$ cat config.mk
export PLATFORM = sky130hd
export DESIGN_NAME = lzbe_in_queue
export DESIGN_NICKNAME = d
export VERILOG_FILES = /design/src/hdl/lzbe_pkg.sv /design/src/hdl/lzbe_in_queue.sv
export SDC_FILE = /design/constraint.sdc
export NUM_CORES = 1
export LEC_CHECK = 0
export ABC_AREA = 1
export BUFFER_PORTS_ARGS = -buffer_cell sky130_fd_sc_hd__buf_2
export CAP_MARGIN = 10
export CORE_MARGIN = 8
export CORE_UTILIZATION = 44
export DETAILED_ROUTE_END_ITERATION = 16
export GPL_ROUTABILITY_DRIVEN = 0
export PLACE_DENSITY = 0.72
export SETUP_SLACK_MARGIN = 0.05
export SLEW_MARGIN = 25
export SYNTH_ARGS = -nofsm -noshare
export SYNTH_HDL_FRONTEND = slang
export SYNTH_SLANG_ARGS = --single-unit
$ cat constraint.sdc
create_clock -name clk -period 1.43 [get_ports clk]
set_input_delay 0.0715 -clock clk [delete_from_list [all_inputs] [get_ports clk]]
set_output_delay 0.0715 -clock clk [all_outputs]
set_load 0.005 [all_outputs]
$ cat src/hdl/lzbe_pkg.sv
// ----------------------------------------------------------------------------
// lzbe_pkg
// Shared types, sizes and the slot hash of the LZ78 byte encoder.
// ----------------------------------------------------------------------------
package lzbe_pkg;

  localparam int DICT_ENTRIES = 4096;
  localparam int SLOT_BITS    = $clog2(DICT_ENTRIES) + 1;
  localparam int SLOTS        = 1 << SLOT_BITS;
  localparam int FOLDS        = (24 + SLOT_BITS - 1) / SLOT_BITS;
  localparam int KEY_W        = FOLDS * SLOT_BITS;
  localparam int QUEUE_DEPTH  = 2;

  typedef struct packed {
    logic [7:0] data_byte;
    logic       final_byte;
  } item_t;

  typedef struct packed {
    logic        valid;
    logic [15:0] prefix;
    logic [7:0]  symbol;
    logic [15:0] entry;
  } slot_t;

  typedef struct packed {
    logic clearing;
  } eng_status_t;

  typedef enum logic [1:0] {
    ST_CLEAR,
    ST_IDLE,
    ST_CMP
  } eng_state_t;

  // fold the 24-bit key down to a slot address
  function automatic logic [SLOT_BITS-1:0] slot_hash(logic [15:0] pfx, logic [7:0] sym);
    logic [KEY_W-1:0]     k;
    logic [SLOT_BITS-1:0] h;
    k = KEY_W'({sym, pfx});
    h = '0;
    for (int i = 0; i < FOLDS; i++) begin
      h = h ^ k[i*SLOT_BITS +: SLOT_BITS];
    end
    return h;
  endfunction

endpackage

$ cat src/hdl/lzbe_in_queue.sv
// ----------------------------------------------------------------------------
// lzbe_in_queue
// Small input queue between the accepting front and the dictionary engine.
// ----------------------------------------------------------------------------
module lzbe_in_queue (
  input  logic               clk,
  input  logic               rst_n,
  input  logic               enable,
  input  logic               push_valid,
  output logic               push_ready,
  input  lzbe_pkg::item_t    push_item,
  output logic               pop_valid,
  input  logic               pop,
  output lzbe_pkg::item_t    pop_item
);

  localparam int PW = $clog2(lzbe_pkg::QUEUE_DEPTH);

  lzbe_pkg::item_t     buf_r [lzbe_pkg::QUEUE_DEPTH];
  logic [PW-1:0]       wr_ptr_r, wr_ptr_nxt;
  logic [PW-1:0]       rd_ptr_r, rd_ptr_nxt;
  logic [PW:0]         fill_r, fill_nxt;
  logic                do_push, do_pop;

  assign push_ready = enable && (fill_r != (PW+1)'(lzbe_pkg::QUEUE_DEPTH));
  assign pop_valid  = (fill_r != '0);
  assign pop_item   = buf_r[rd_ptr_r];
  assign do_push    = push_valid && push_ready;
  assign do_pop     = pop && pop_valid;

  always_comb begin
    wr_ptr_nxt = wr_ptr_r;
    rd_ptr_nxt = rd_ptr_r;
    fill_nxt   = fill_r;
    if (do_push) begin
      wr_ptr_nxt = (wr_ptr_r == PW'(lzbe_pkg::QUEUE_DEPTH - 1)) ? '0 : wr_ptr_r + 1'b1;
    end
    if (do_pop) begin
      rd_ptr_nxt = (rd_ptr_r == PW'(lzbe_pkg::QUEUE_DEPTH - 1)) ? '0 : rd_ptr_r + 1'b1;
    end
    if (do_push && !do_pop) begin
      fill_nxt = fill_r + 1'b1;
    end else if (do_pop && !do_push) begin
      fill_nxt = fill_r - 1'b1;
    end
  end

  always_ff @(posedge clk) begin
    if (!rst_n) begin
      wr_ptr_r <= '0;
      rd_ptr_r <= '0;
      fill_r   <= '0;
    end else begin
      wr_ptr_r <= wr_ptr_nxt;
      rd_ptr_r <= rd_ptr_nxt;
      fill_r   <= fill_nxt;
    end
  end

  always_ff @(posedge clk) begin
    if (do_push) begin
      buf_r[wr_ptr_r] <= push_item;
    end
  end

endmodule

======== After elaboration in Yosys (flattened, before gate mapping) ========
Memories as Yosys holds them, arrays and structs flattened. A register that Yosys moved wholly into a read port is not among the register bits.
Cells that the tools add are included.
word-level totals
  output and inout bits ................... 11
  memory bits (writable) .................. 18
  flip-flop bits (word level) ............. 4
  memories ................................ 1
memory list
  name   depth  width  rd ports  clocked after Yosys merged registers in  write ports  line                 text
  buf_r  2      9      1         1                                        1            lzbe_in_queue.sv:19  lzbe_pkg::item_t buf_r [lzbe_pkg::QUEUE_DEPTH];
cells by class
  equal/unequal tests ..................... 1
  reductions and logical operators ........ 9
  muxes and demuxes ....................... 8
  $add $sub $neg .......................... 4
operators by type and width
  operator                                                             count
  1-bit 2-to-1 mux                                                     6
  1-bit logical AND                                                    5
  2-bit 2-to-1 mux                                                     2
  2-bit nonzero test                                                   2
  1-bit adder (second input constant)                                  2
  2-bit by 1-bit adder with 2-bit output (second input constant)       1
  1-bit logical NOT                                                    2
  2-bit != test (second input constant)                                1
  2-bit by 1-bit subtractor with 2-bit output (second input constant)  1

======== Longest topological paths before layout ========
Gate-level depths: netlist of the first run.
  word-level depth ........................ 7
  mapped depth ............................ 11

======== Least setup slack after synthesis of the first run ========
OpenSTA, ideal clock, no wires.
  kind .................................... flip-flop to flip-flop
  start ................................... register fill_r[0]
  end ..................................... memory buf_r[0][0] in the netlist's numbering (enable)
  setup time .............................. 0.374 ns
  data arrival time ....................... 0.952 ns
  path buffers ............................ 0
  required time ........................... 1.056 ns
  path slack .............................. 0.103 ns
  stages on the path, launching flop included .. 5
  cell sequence ........................... dfxtp_1 > inv_2 > nand2_2 > nand3_2 > nor2_1
on the way
  cells in the longest elaborated chain, start to end .. 5
RTL lines
  item                                    line                 text
  start: declaration                      lzbe_in_queue.sv:22  logic [PW:0] fill_r, fill_nxt;
  start signal: assignment                lzbe_in_queue.sv:56  fill_r <= fill_nxt;
  2-bit != test                           lzbe_in_queue.sv:25  assign push_ready = enable && (fill_r != (PW+1)'(lzbe_pkg::QUEUE_DEPTH));
  1-bit logical AND                       lzbe_in_queue.sv:25
  1-bit logical AND                       lzbe_in_queue.sv:28  assign do_push = push_valid && push_ready;
  1-bit 2-to-1 mux                        lzbe_in_queue.sv:61  if (do_push) begin
  1-bit 2-to-1 mux (not written as such)  lzbe_in_queue.sv:62  buf_r[wr_ptr_r] <= push_item;
  end: declaration                        lzbe_in_queue.sv:19
No other way between the ends.

======== Worst setup path after layout of the first run ========
  start ................................... register fill_r[1]
  end ..................................... register fill_r[1]
on the way
  cells in the longest elaborated chain, start to end .. 6
RTL lines
  item                                 line                 text
  2-bit != test                        lzbe_in_queue.sv:25
  1-bit logical AND                    lzbe_in_queue.sv:25
  1-bit logical AND                    lzbe_in_queue.sv:28
  1-bit logical NOT                    lzbe_in_queue.sv:43  end else if (do_pop && !do_push) begin
  1-bit logical AND                    lzbe_in_queue.sv:43
  2-bit nonzero test (no source line)  -
Parallel ways exist; a longest one is shown, timed or not. The select of a mux whose other input is x is not followed.
A chain may end at the register's enable or synchronous reset.

==> impl_metrics.json, run 1 <==
{
  "status": "complete, no violations",
  "muxShareOfSynthArea": 0.110,
  "drt-total-wl_um": 1580,
  "grt-busiest-layer": "met2",
  "tns_ns": 0,
  "dp_slack_ns": 0.0898,
  "powerDensity_nw_per_um2": 1220,
  "grt.overflow.total": 0,
  "crit_type": "flop to flop",
  "detail-route-antenna-nets": 0,
  "ys_seq_elements": 23,
  "area_delta_synth_final_pct": 32.7,
  "cts_max_level": 1,
  "skew_ns": 0.00149,
  "synth_adder_area_share": 0.0136,
  "synthDistinctLibCells": 17,
  "end_kind": "flop",
  "ys_seq_area_frac": 0.698,
  "viasPerCell": 4.47,
  "clk_latency_ns": 0.29,
  "grt_pass1_wl_um": 2470,
  "mostFrequentLayoutCell": "buf_2",
  "hold_class": "input pin to flop",
  "die_area_um2": 3810,
  "layout_common_cells": "24 x buf_2, 18 x edfxtp_1, 9 x mux2_2, 9 x nand2_1, 9 x dlygate4sd3_1",
  "antenna_found_initial": 0,
  "vdd_ir_drop_max_uv": 844,
  "cp.arrival_ns": 1.48,
  "first_pass_iters": 4,
  "hold_viol": 0,
  "die_w_um": 61.7,
  "worst_pin_slew_ns": 0.357,
  "drc_errors": 0,
  "synth_simple_gate_area_frac": 0.0981,
  "post-route-min-period_ns": 1.27,
  "power_w": 0.00149,
  "maxSlewViolCount": 0,
  "nets": 123,
  "clkTransAtPathRegs_ns": 0.11,
  "grt_start_max_net_pins": 13,
  "max_freq_mhz": 788,
  "grt_use_total": 0.0902,
  "cts_tree": "built",
  "leakagePower_nw": 0.508,
  "synth_top_cell_area_share": 0.589,
  "met3_usage": 0.0292,
  "grt_util_met1": 0.0974,
  "coreArea_um2": 1960,
  "synth_xor_area_frac": 0,
  "synth_compound_gate_area_share": 0.0272,
  "root_buffer": "clkbuf_4",
  "ys_warn_count": 0,
  "syn_area_um2": 918,
  "pin_count": 25,
  "synth_nets": 83,
  "drive_gt1_frac": 0.439,
  "synth.avg_cell_area_um2": 13.5,
  "finalSetupViolations": 0,
  "routedWlPerCell_um": 11.8,
  "port_buffers": 24,
  "cts.sinks": 23,
  "grt_pass1_vias": 610,
  "fin_crit_sh": 0.888,
  "antenna_cells": 0,
  "synth_cells": 68,
  "synthTopCellsByArea": "edfxtp_1 59%, mux2_2 11%, dfxtp_1 11%",
  "routed-via-count": 599,
  "synth_top_family_by_area": "multiplexers",
  "die_h_um": 61.7,
  "cap_violations": 0,
  "maxSlewHeadroom": 0.762,
  "cp_max_fo": 5,
  "drtIter0Drc": 11,
  "crit_required_ns": 1.64,
  "setup_slack_ns": 0.161,
  "grt_util_met2": 0.148,
  "yosysTopAreaCell": "edfxtp_1",
  "initial_core_util": 0.468,
  "clock_path_buffers": 2,
  "dpl.hpwl_um": 1110,
  "placementRows": 16,
  "cts_buffers": 3,
  "start_kind": "flop",
  "rsz0062_at_grt": "no"
}
==> sequential cells by signal, indices dropped and copies added, names as in the netlist, named ones only <==
signal    count
buf_r        18
fill_r        2
rd_ptr_r      1
wr_ptr_r      1
==> path summary, 6_finish.rpt <==
check | cells after the start | slack, ns | endpoint | startpoint
worst min-delay path | 3 | 0.03 | fill_r[1]$_SDFFE_PN0P_ | rst_n
worst max-delay path | 8 | 0.16 | fill_r[1]$_SDFFE_PN0P_ | fill_r[1]$_SDFFE_PN0P_
worst max register to register | 8 | 0.16 | fill_r[1]$_SDFFE_PN0P_ | fill_r[1]$_SDFFE_PN0P_
worst min register to register | 4 | 0.55 | wr_ptr_r$_SDFFE_PN0P_ | wr_ptr_r$_SDFFE_PN0P_
==> Yosys cell counts <==
| master | n |
|---|---|
| nand3_1 | 1 |
| a21boi_0 | 1 |
| mux2_2 | 9 |
| buf_6 | 1 |
| a21oi_1 | 1 |
| nand2_2 | 1 |
| nand4_1 | 2 |
| edfxtp_1 | 18 |
| o21a_1 | 1 |
| inv_2 | 1 |
| nand3_2 | 1 |
| o21ai_0 | 1 |
| nand2_1 | 9 |
| ha_1 | 1 |
| dfxtp_1 | 5 |
| inv_1 | 9 |
| nor2_1 | 6 |
==> metal layers <==
metal  up-vias  routed length (um)
met5         -                   0
met4         0                  13
met3         2                 106
met2        21                 790
met1       265                 673
li1        311                   -
==> metrics by stage <==
stage	util	cells	instance area, um^2	hold slack [ns]
final	0.621	134	1220	0.0267
after global routing	0.621	134	1220	0.0170
after CTS	0.605	132	1190	0.0188
after detailed placement	0.545	119	1070	0.264
after global placement	0.545	119	1070	0.260
after floorplan	-	68	918	0.170
==> power by group <==
group          switching (W)  leakage (nW)  internal [W]
clock network       0.000169        0.0150      0.000109
registers          0.0000503         0.207      0.000792
logic               0.000166         0.286      0.000200
total               0.000386         0.508       0.00110
==> repair_timing <==
| action | in CTS | in global routing |
|---|---|---|
| hold buffers | 9 | 0 |
| buffers inserted | 0 | 2 |
| endpoints found under the hold margin | 18 | 0 |
| setup endpoints to repair | 9 | 4 |
| gates resized for setup | 1 | 5 |
==> critical path: stages (launching register included) <==
cell	delay [ns]
dfxtp_2	0.39
o21a_1	0.18
inv_1	0.08
ha_4	0.27
inv_1	0.04
nand3_1	0.07
nand2_1	0.06
inv_1	0.05
nor2_1	0.03
==> layout make-up <==
class	instances	area [um^2]
fill	187	743
sequential	23	647
multi-input combinational	34	241
timing repair buffer	36	233
inverter	10	37.5
tap	27	33.8
clock buffer	4	26.3
==> cell families after synthesis <==
kind of cell / Yosys count
buffers and inverters: 11
adders and majority gates: 1
and+or+nand+nor: 20
AOI/OAI and AO/OA: 4
DFF: 23
muxes: 9
Note: power is estimated with default switching activity, not from simulation.
==> run 2: changes to the inputs <==
--- a/config.mk
+++ b/config.mk
@@ -5,7 +5,7 @@
 export SDC_FILE = /design/constraint.sdc
 export NUM_CORES = 1
 export LEC_CHECK = 0
-export ABC_AREA = 1
+export ABC_AREA = 0
 export BUFFER_PORTS_ARGS = -buffer_cell sky130_fd_sc_hd__buf_2
 export CAP_MARGIN = 10
 export CORE_MARGIN = 8
==> run 2 against run 1 <==
Effect of this change: the run now ends with setup timing left; highest routed layer unchanged; register-to-register slack worse by 0.18 ns; clock power is 5% higher; power is 21% higher; design area is 1.8% higher; sequential cell count stayed put; via count is 7.8% lower; synthesized cell count is 22% lower; clock skew is 0.0013 ns higher; setup slack worse by 0.18 ns.
==> impl_metrics.json, run 2 <==
{
  "status": "finished with violations",
  "violations": "setup timing",
  "cts.sinks": 23,
  "grt_use_total": 0.0980,
  "powerDensity_nw_per_um2": 1450,
  "synth.avg_cell_area_um2": 16.7,
  "ys_seq_area_frac": 0.723,
  "routed-via-count": 552,
  "vdd_ir_drop_max_uv": 918,
  "synth_nets": 68,
  "setup_slack_ns": -0.0186,
  "r2r_cells": 6,
  "post-route-min-period_ns": 1.45,
  "post_dp_cell_area_um2": 1090,
  "layout_common_cells": "24 x buf_2, 18 x edfxtp_1, 9 x mux2_2, 9 x dlygate4sd3_1, 5 x and2_1",
  "netSwitchingFraction": 0.268,
  "dp_slack_ns": -0.0221,
  "cp.arrival_ns": 1.69,
  "min_path_cells": 2,
  "ys_seq_elements": 23,
  "synth_simple_gate_area_frac": 0.0819,
  "viasPerCell": 4.60,
  "initial_core_util": 0.461,
  "min_to": "rd_ptr_r$_SDFFE_PN0P_",
  "grt_pass1_wl_um": 2630,
  "n_fill_cell": 173,
  "cp_max_fo": 5,
  "clock_path_buffers": 2,
  "clkTransAtPathRegs_ns": 0.12,
  "regToRegSetupSlack_ns": -0.02,
  "p_switching_w": 0.000482,
  "root_buffer": "clkbuf_4",
  "clkPwrFrac": 0.162,
  "sequentialPowerShare": 0.516,
  "die_area_um2": 3710,
  "area_delta_synth_final_pct": 40.1,
  "drtIter0Drc": 10,
  "hp-start": "rst_n",
  "nets": 109,
  "synth.most_common_cell": "edfxtp_1",
  "synthTopCellsByArea": "edfxtp_1 61%, mux2_2 11%, dfxtp_1 11%",
  "rr_endpoint": "fill_r[1]$_SDFFE_PN0P_",
  "die_w_um": 60.9,
  "finalSetupViolations": 1,
  "hold_class": "input pin to flop",
  "end_kind": "flop",
  "clk_latency_ns": 0.31,
  "ys.flop_type": "edfxtp_1",
  "largest_register_ffs": 18,
  "ys_warn_count": 0,
  "mostFrequentLayoutCell": "buf_2",
  "wl_met3_um": 87,
  "skew_ns": 0.00282,
  "synth_xor_area_frac": 0.0297,
  "synth.top_cells.by_count": "18 x edfxtp_1, 9 x mux2_2, 5 x and2_1, 5 x dfxtp_1",
  "top_register": "buf_r",
  "routedWlPerCell_um": 13.5,
  "r2r-start": "fill_r[0]$_SDFFE_PN0P_",
  "drt-total-wl_um": 1620,
  "drive_gt1_frac": 0.538,
  "crit_required_ns": 1.67,
  "antenna_found_initial": 0,
  "synth_adder_area_share": 0.0141,
  "design_area_um2": 1240,
  "cap_violations": 0,
  "placementRows": 16,
  "dp.cells": 105,
  "grt_start_max_net_pins": 13,
  "antenna_cells": 0,
  "fin_crit_sh": 1.01,
  "drc_errors": 0,
  "yosysTopAreaCell": "edfxtp_1",
  "internal_power_w": 0.00131,
  "grt_pass1_vias": 614,
  "die_h_um": 60.9,
  "cts_tree": "built",
  "synth_top_family_by_area": "multiplexers",
  "crit_type": "flop to flop",
  "rsz0062_at_grt": "yes",
  "synth_cells": 53,
  "start_kind": "flop",
  "synthDistinctLibCells": 18,
  "leakagePower_nw": 0.477,
  "reg.largest.list": "buf_r: 18 flops, fill_r: 2 flops",
  "pin_count": 25,
  "detail-route-antenna-nets": 0,
  "dpl.hpwl_um": 1150,
  "maxSlewHeadroom": 0.853,
  "final_cells": 120,
  "cts_max_level": 1,
  "pwr-share-comb": 0.322,
  "cts_buffers": 3,
  "met2_length_um": 848,
  "maxSlewViolCount": 0,
  "coreArea_um2": 1920,
  "syn_area_um2": 886,
  "synth_edf_count": 18,
  "grt.overflow.total": 0,
  "highest_layer": "met4",
  "first_pass_iters": 4,
  "synthArstFlopShare": 0,
  "synth_compound_gate_area_share": 0.0198,
  "muxShareOfSynthArea": 0.126,
  "m1WireLength_um": 657,
  "worst_pin_slew_ns": 0.221,
  "port_buffers": 24,
  "max_freq_mhz": 690,
  "hold_viol": 0,
  "synth_top_cell_area_share": 0.610
}
## run 2: cell types whose count changed in the layout (fill, tap and decap cells not counted), moves of 2 or more
cell,delta
and2_1,+5
inv_1,-8
inv_2,-2
nand2_1,-8
nand4_1,-2
nor2_1,-6
xnor2_1,+2
## run 2: power by group through the flow
stage,combinational [W],clock (W),sequential (W)
after detailed placement,0.000515,0,0.000932
final,0.000578,0.000292,0.000927
after global placement,0.000497,0,0.000926
after CTS,0.000558,0.000307,0.000926
after floorplan,0.000366,0,0.000884
after global routing,0.000635,0.000329,0.000945
## run 2: metal layers
metal  up-vias  global-route usage
met5         -                   0
met4         0              0.0598
met3         2              0.0275
met2        16               0.173
met1       262              0.0991
li1        272                   -
## run 2: layout make-up
class | count | area (um^2) | share of cell area
flip-flops and latches | 23 | 649 | 0.523
multi-input cells | 29 | 279 | 0.225
repair buffers | 37 | 253 | 0.204
well taps | 27 | 33.8 | 0.0272
clock buffers | 4 | 26.3 | 0.0212
## run 2: cells by family after synthesis
| logic type | count (synthesis) |
|---|---|
| simple gates | 12 |
| xor+xnor | 3 |
| buf+inv | 1 |
| fa+ha+maj | 1 |
| compound gates | 3 |
| flops | 23 |
| mux | 10 |
## run 2: worst max path at each step
stage / from / endpoint / slack [ns] / depth (start not counted)
2_1_floorplan: fill_r[0]$_SDFFE_PN0P_ / fill_r[1]$_SDFFE_PN0P_ / 0.05 / 5
3_3_place_gp: fill_r[1]$_SDFFE_PN0P_ / fill_r[1]$_SDFFE_PN0P_ / 0.02 / 6
3_5_place_dp: fill_r[1]$_SDFFE_PN0P_ / fill_r[1]$_SDFFE_PN0P_ / -0.02 / 6
4_1_cts: fill_r[0]$_SDFFE_PN0P_ / fill_r[1]$_SDFFE_PN0P_ / -0.03 / 6
5_1_grt: fill_r[0]$_SDFFE_PN0P_ / fill_r[1]$_SDFFE_PN0P_ / -0.07 / 6
6_report: fill_r[0]$_SDFFE_PN0P_ / fill_r[1]$_SDFFE_PN0P_ / -0.02 / 6
## run 2: worst max-delay path: stages, from the launching register on
cell      delay (ns)
dfxtp_4         0.38
nand2b_4        0.13
and3_4          0.16
ha_4            0.16
xor2_2          0.14
or3_1           0.30
a21boi_1        0.11
## run 2: metrics by stage
step	hold WS, ns	util	TNS, ns	total power (W)
finish	0.0272	0.646	-0.0186	0.00180
global route	0.0293	0.646	-0.0739	0.00191
CTS	0.0188	0.637	-0.0274	0.00179
detailed placement	0.266	0.570	-0.0221	0.00145
global placement	0.260	0.570	0	0.00142
floorplan	0.170	-	0	0.00125
## run 2: what timing repair did
item,CTS,global route
gates cloned,0,0
endpoints found under the hold margin,18,0
setup buffers,1,1
hold buffers,9,0
gates resized for setup,3,2
pin swaps,0,0
setup endpoints to repair,10,10
==> run 3: changes to the inputs <==
--- a/config.mk
+++ b/config.mk
@@ -9,10 +9,10 @@
 export BUFFER_PORTS_ARGS = -buffer_cell sky130_fd_sc_hd__buf_2
 export CAP_MARGIN = 10
 export CORE_MARGIN = 8
-export CORE_UTILIZATION = 44
+export CORE_UTILIZATION = 49
 export DETAILED_ROUTE_END_ITERATION = 16
 export GPL_ROUTABILITY_DRIVEN = 0
-export PLACE_DENSITY = 0.72
+export PLACE_DENSITY = 0.76
 export SETUP_SLACK_MARGIN = 0.05
 export SLEW_MARGIN = 25
 export SYNTH_ARGS = -nofsm -noshare
==> constraint.sdc (replaced) <==
create_clock -name clk -period 1.4 [get_ports clk]
set_input_delay 0.07 -clock clk [delete_from_list [all_inputs] [get_ports clk]]
set_output_delay 0.07 -clock clk [all_outputs]
set_load 0.005 [all_outputs]
==> run 3 against run 2 <==
Effect of this change: the flow still finishes with violations (setup timing); largest power group unchanged; clock skew shrank 0.00077 ns; setup slack lost 0.0052 ns; critical path depth is the same; utilization grew 11 points; via count grew 4.0%; sequential power grew 1%; first-iteration DRC count shrank 20%; hold slack gained 0.011 ns; register-to-register slack is essentially flat; critical endpoint unchanged; sequential cell count is the same; highest routed layer unchanged; non-clock buffer count grew 6.
==> impl_metrics.json, run 3 (synthesized netlist as in run 2, its figures left out) <==
{
  "cap_violations": 0,
  "status": "finished with violations",
  "viasPerCell": 4.63,
  "antenna_found_initial": 0,
  "start_kind": "flop",
  "clock_path_buffers": 2,
  "rsz0062_at_grt": "yes",
  "dp.cells": 107,
  "clkTransAtPathRegs_ns": 0.12,
  "clk_latency_ns": 0.30,
  "hold_viol": 0,
  "wl_met3_um": 81,
  "fin_util": 0.755,
  "cts_tree": "built",
  "crit_type": "flop to flop",
  "routedWlPerCell_um": 14.2,
  "cts.sinks": 23,
  "nets": 115,
  "violations": "setup timing",
  "end_kind": "flop",
  "maxSlewHeadroom": 0.865,
  "largest_register_ffs": 18,
  "setup_slack_ns": -0.0238,
  "final_cells": 124,
  "crit_required_ns": 1.64,
  "cts_max_level": 1,
  "first_pass_iters": 4,
  "drive_gt1_frac": 0.576,
  "r2r_cells": 6,
  "tns_ns": -0.280,
  "powerDensity_nw_per_um2": 1460,
  "layout_common_cells": "24 x buf_2, 18 x edfxtp_1, 9 x mux2_2, 9 x dlygate4sd3_1, 6 x buf_4",
  "max_freq_mhz": 702,
  "post_dp_cell_area_um2": 1110,
  "root_buffer": "clkbuf_4",
  "power_w": 0.00188,
  "drtIter0Drc": 8,
  "grt_start_max_net_pins": 14,
  "design_area_um2": 1290,
  "die_h_um": 58.5,
  "hold_class": "input pin to flop",
  "maxSlewViolCount": 0,
  "grt_pass1_vias": 584,
  "area_delta_synth_final_pct": 45.5,
  "drc_errors": 0,
  "vdd_ir_drop_max_uv": 1230,
  "top_register": "buf_r",
  "die_w_um": 58.5,
  "worst_pin_slew_ns": 0.203,
  "reg.largest.list": "buf_r: 18 flops, fill_r: 2 flops",
  "pin_count": 25,
  "detail-route-antenna-nets": 0,
  "grt.overflow.total": 0,
  "cts_buffers": 3,
  "cp_max_fo": 3,
  "dpl.hpwl_um": 1260,
  "met2_length_um": 965,
  "m1WireLength_um": 652,
  "mostFrequentLayoutCell": "buf_2",
  "initial_core_util": 0.519,
  "routed-via-count": 574,
  "post-route-min-period_ns": 1.42,
  "drt-total-wl_um": 1760,
  "n_fill_cell": 116,
  "leakagePower_nw": 0.514,
  "fin_crit_sh": 1.02,
  "cp.arrival_ns": 1.67,
  "highest_layer": "met4",
  "grt_pass1_wl_um": 2690,
  "placementRows": 15,
  "finalSetupViolations": 19,
  "grt_use_total": 0.108,
  "coreArea_um2": 1710,
  "skew_ns": 0.00205,
  "antenna_cells": 0,
  "port_buffers": 24,
  "die_area_um2": 3420,
  "min_path_cells": 2
}
[run 3: cell count changes in the layout (fill, tap and decap cells not counted), sizes merged]
cell and change:
buf +6, clkbuf -1, clkinv +1
[run 3: layer usage]
metal / global-route usage / vias to the layer above
met4: 0.0734 / 0
met1: 0.107 / 264
met2: 0.195 / 17
met5: 0 / -
li1: - / 287
met3: 0.0239 / 6
[run 3: layout make-up]
class	instances	area (um^2)	area share
Clock buffer	3	22.5	0.0175
Clock inverter	1	5.00	0.00388
Multi-Input combinational cell	29	279	0.217
Sequential cell	23	647	0.502
Tap cell	25	31.3	0.0243
Timing Repair Buffer	43	304	0.236
[run 3: worst paths after layout]
check | slack [ns] | from | end
worst max-delay path | -0.02 | fill_r[0]$_SDFFE_PN0P_ | fill_r[1]$_SDFFE_PN0P_
worst min-delay path | 0.04 | rst_n | fill_r[0]$_SDFFE_PN0P_
worst max register to register | -0.02 | fill_r[0]$_SDFFE_PN0P_ | fill_r[1]$_SDFFE_PN0P_
worst min register to register | 0.54 | wr_ptr_r$_SDFFE_PN0P_ | wr_ptr_r$_SDFFE_PN0P_
[run 3: critical path: stages, from the launching register on]
cell	delay, ns
dfxtp_2	0.35
nand2b_4	0.14
and3_4	0.16
ha_4	0.15
xor2_1	0.14
or3_1	0.31
a21boi_1	0.12
[run 3: timing repair]
item / 4_1_cts / 5_1_grt
setup endpoints to repair: 10 / 19
hold buffers: 9 / 0
endpoints found under the hold margin: 18 / 0
gates resized for setup: 6 / 4
setup buffers: 3 / 1
[run 3: through the flow]
| stage | setup slack [ns] | hold WS [ns] |
|---|---|---|
| 2_1_floorplan | 0.0237 | 0.169 |
| 3_3_place_gp | 0.0204 | 0.258 |
| 3_5_place_dp | -0.0200 | 0.261 |
| 4_1_cts | -0.0270 | 0.0405 |
| 5_1_grt | -0.0938 | 0.0462 |
| 6_report | -0.0238 | 0.0382 |
[run 3: where the power goes]
group          internal [W]  switching, W  total (W)  leakage [nW]
sequential         0.000848     0.0000890   0.000937         0.207
combinational      0.000421      0.000227   0.000648         0.289
clock              0.000107      0.000189   0.000296        0.0177
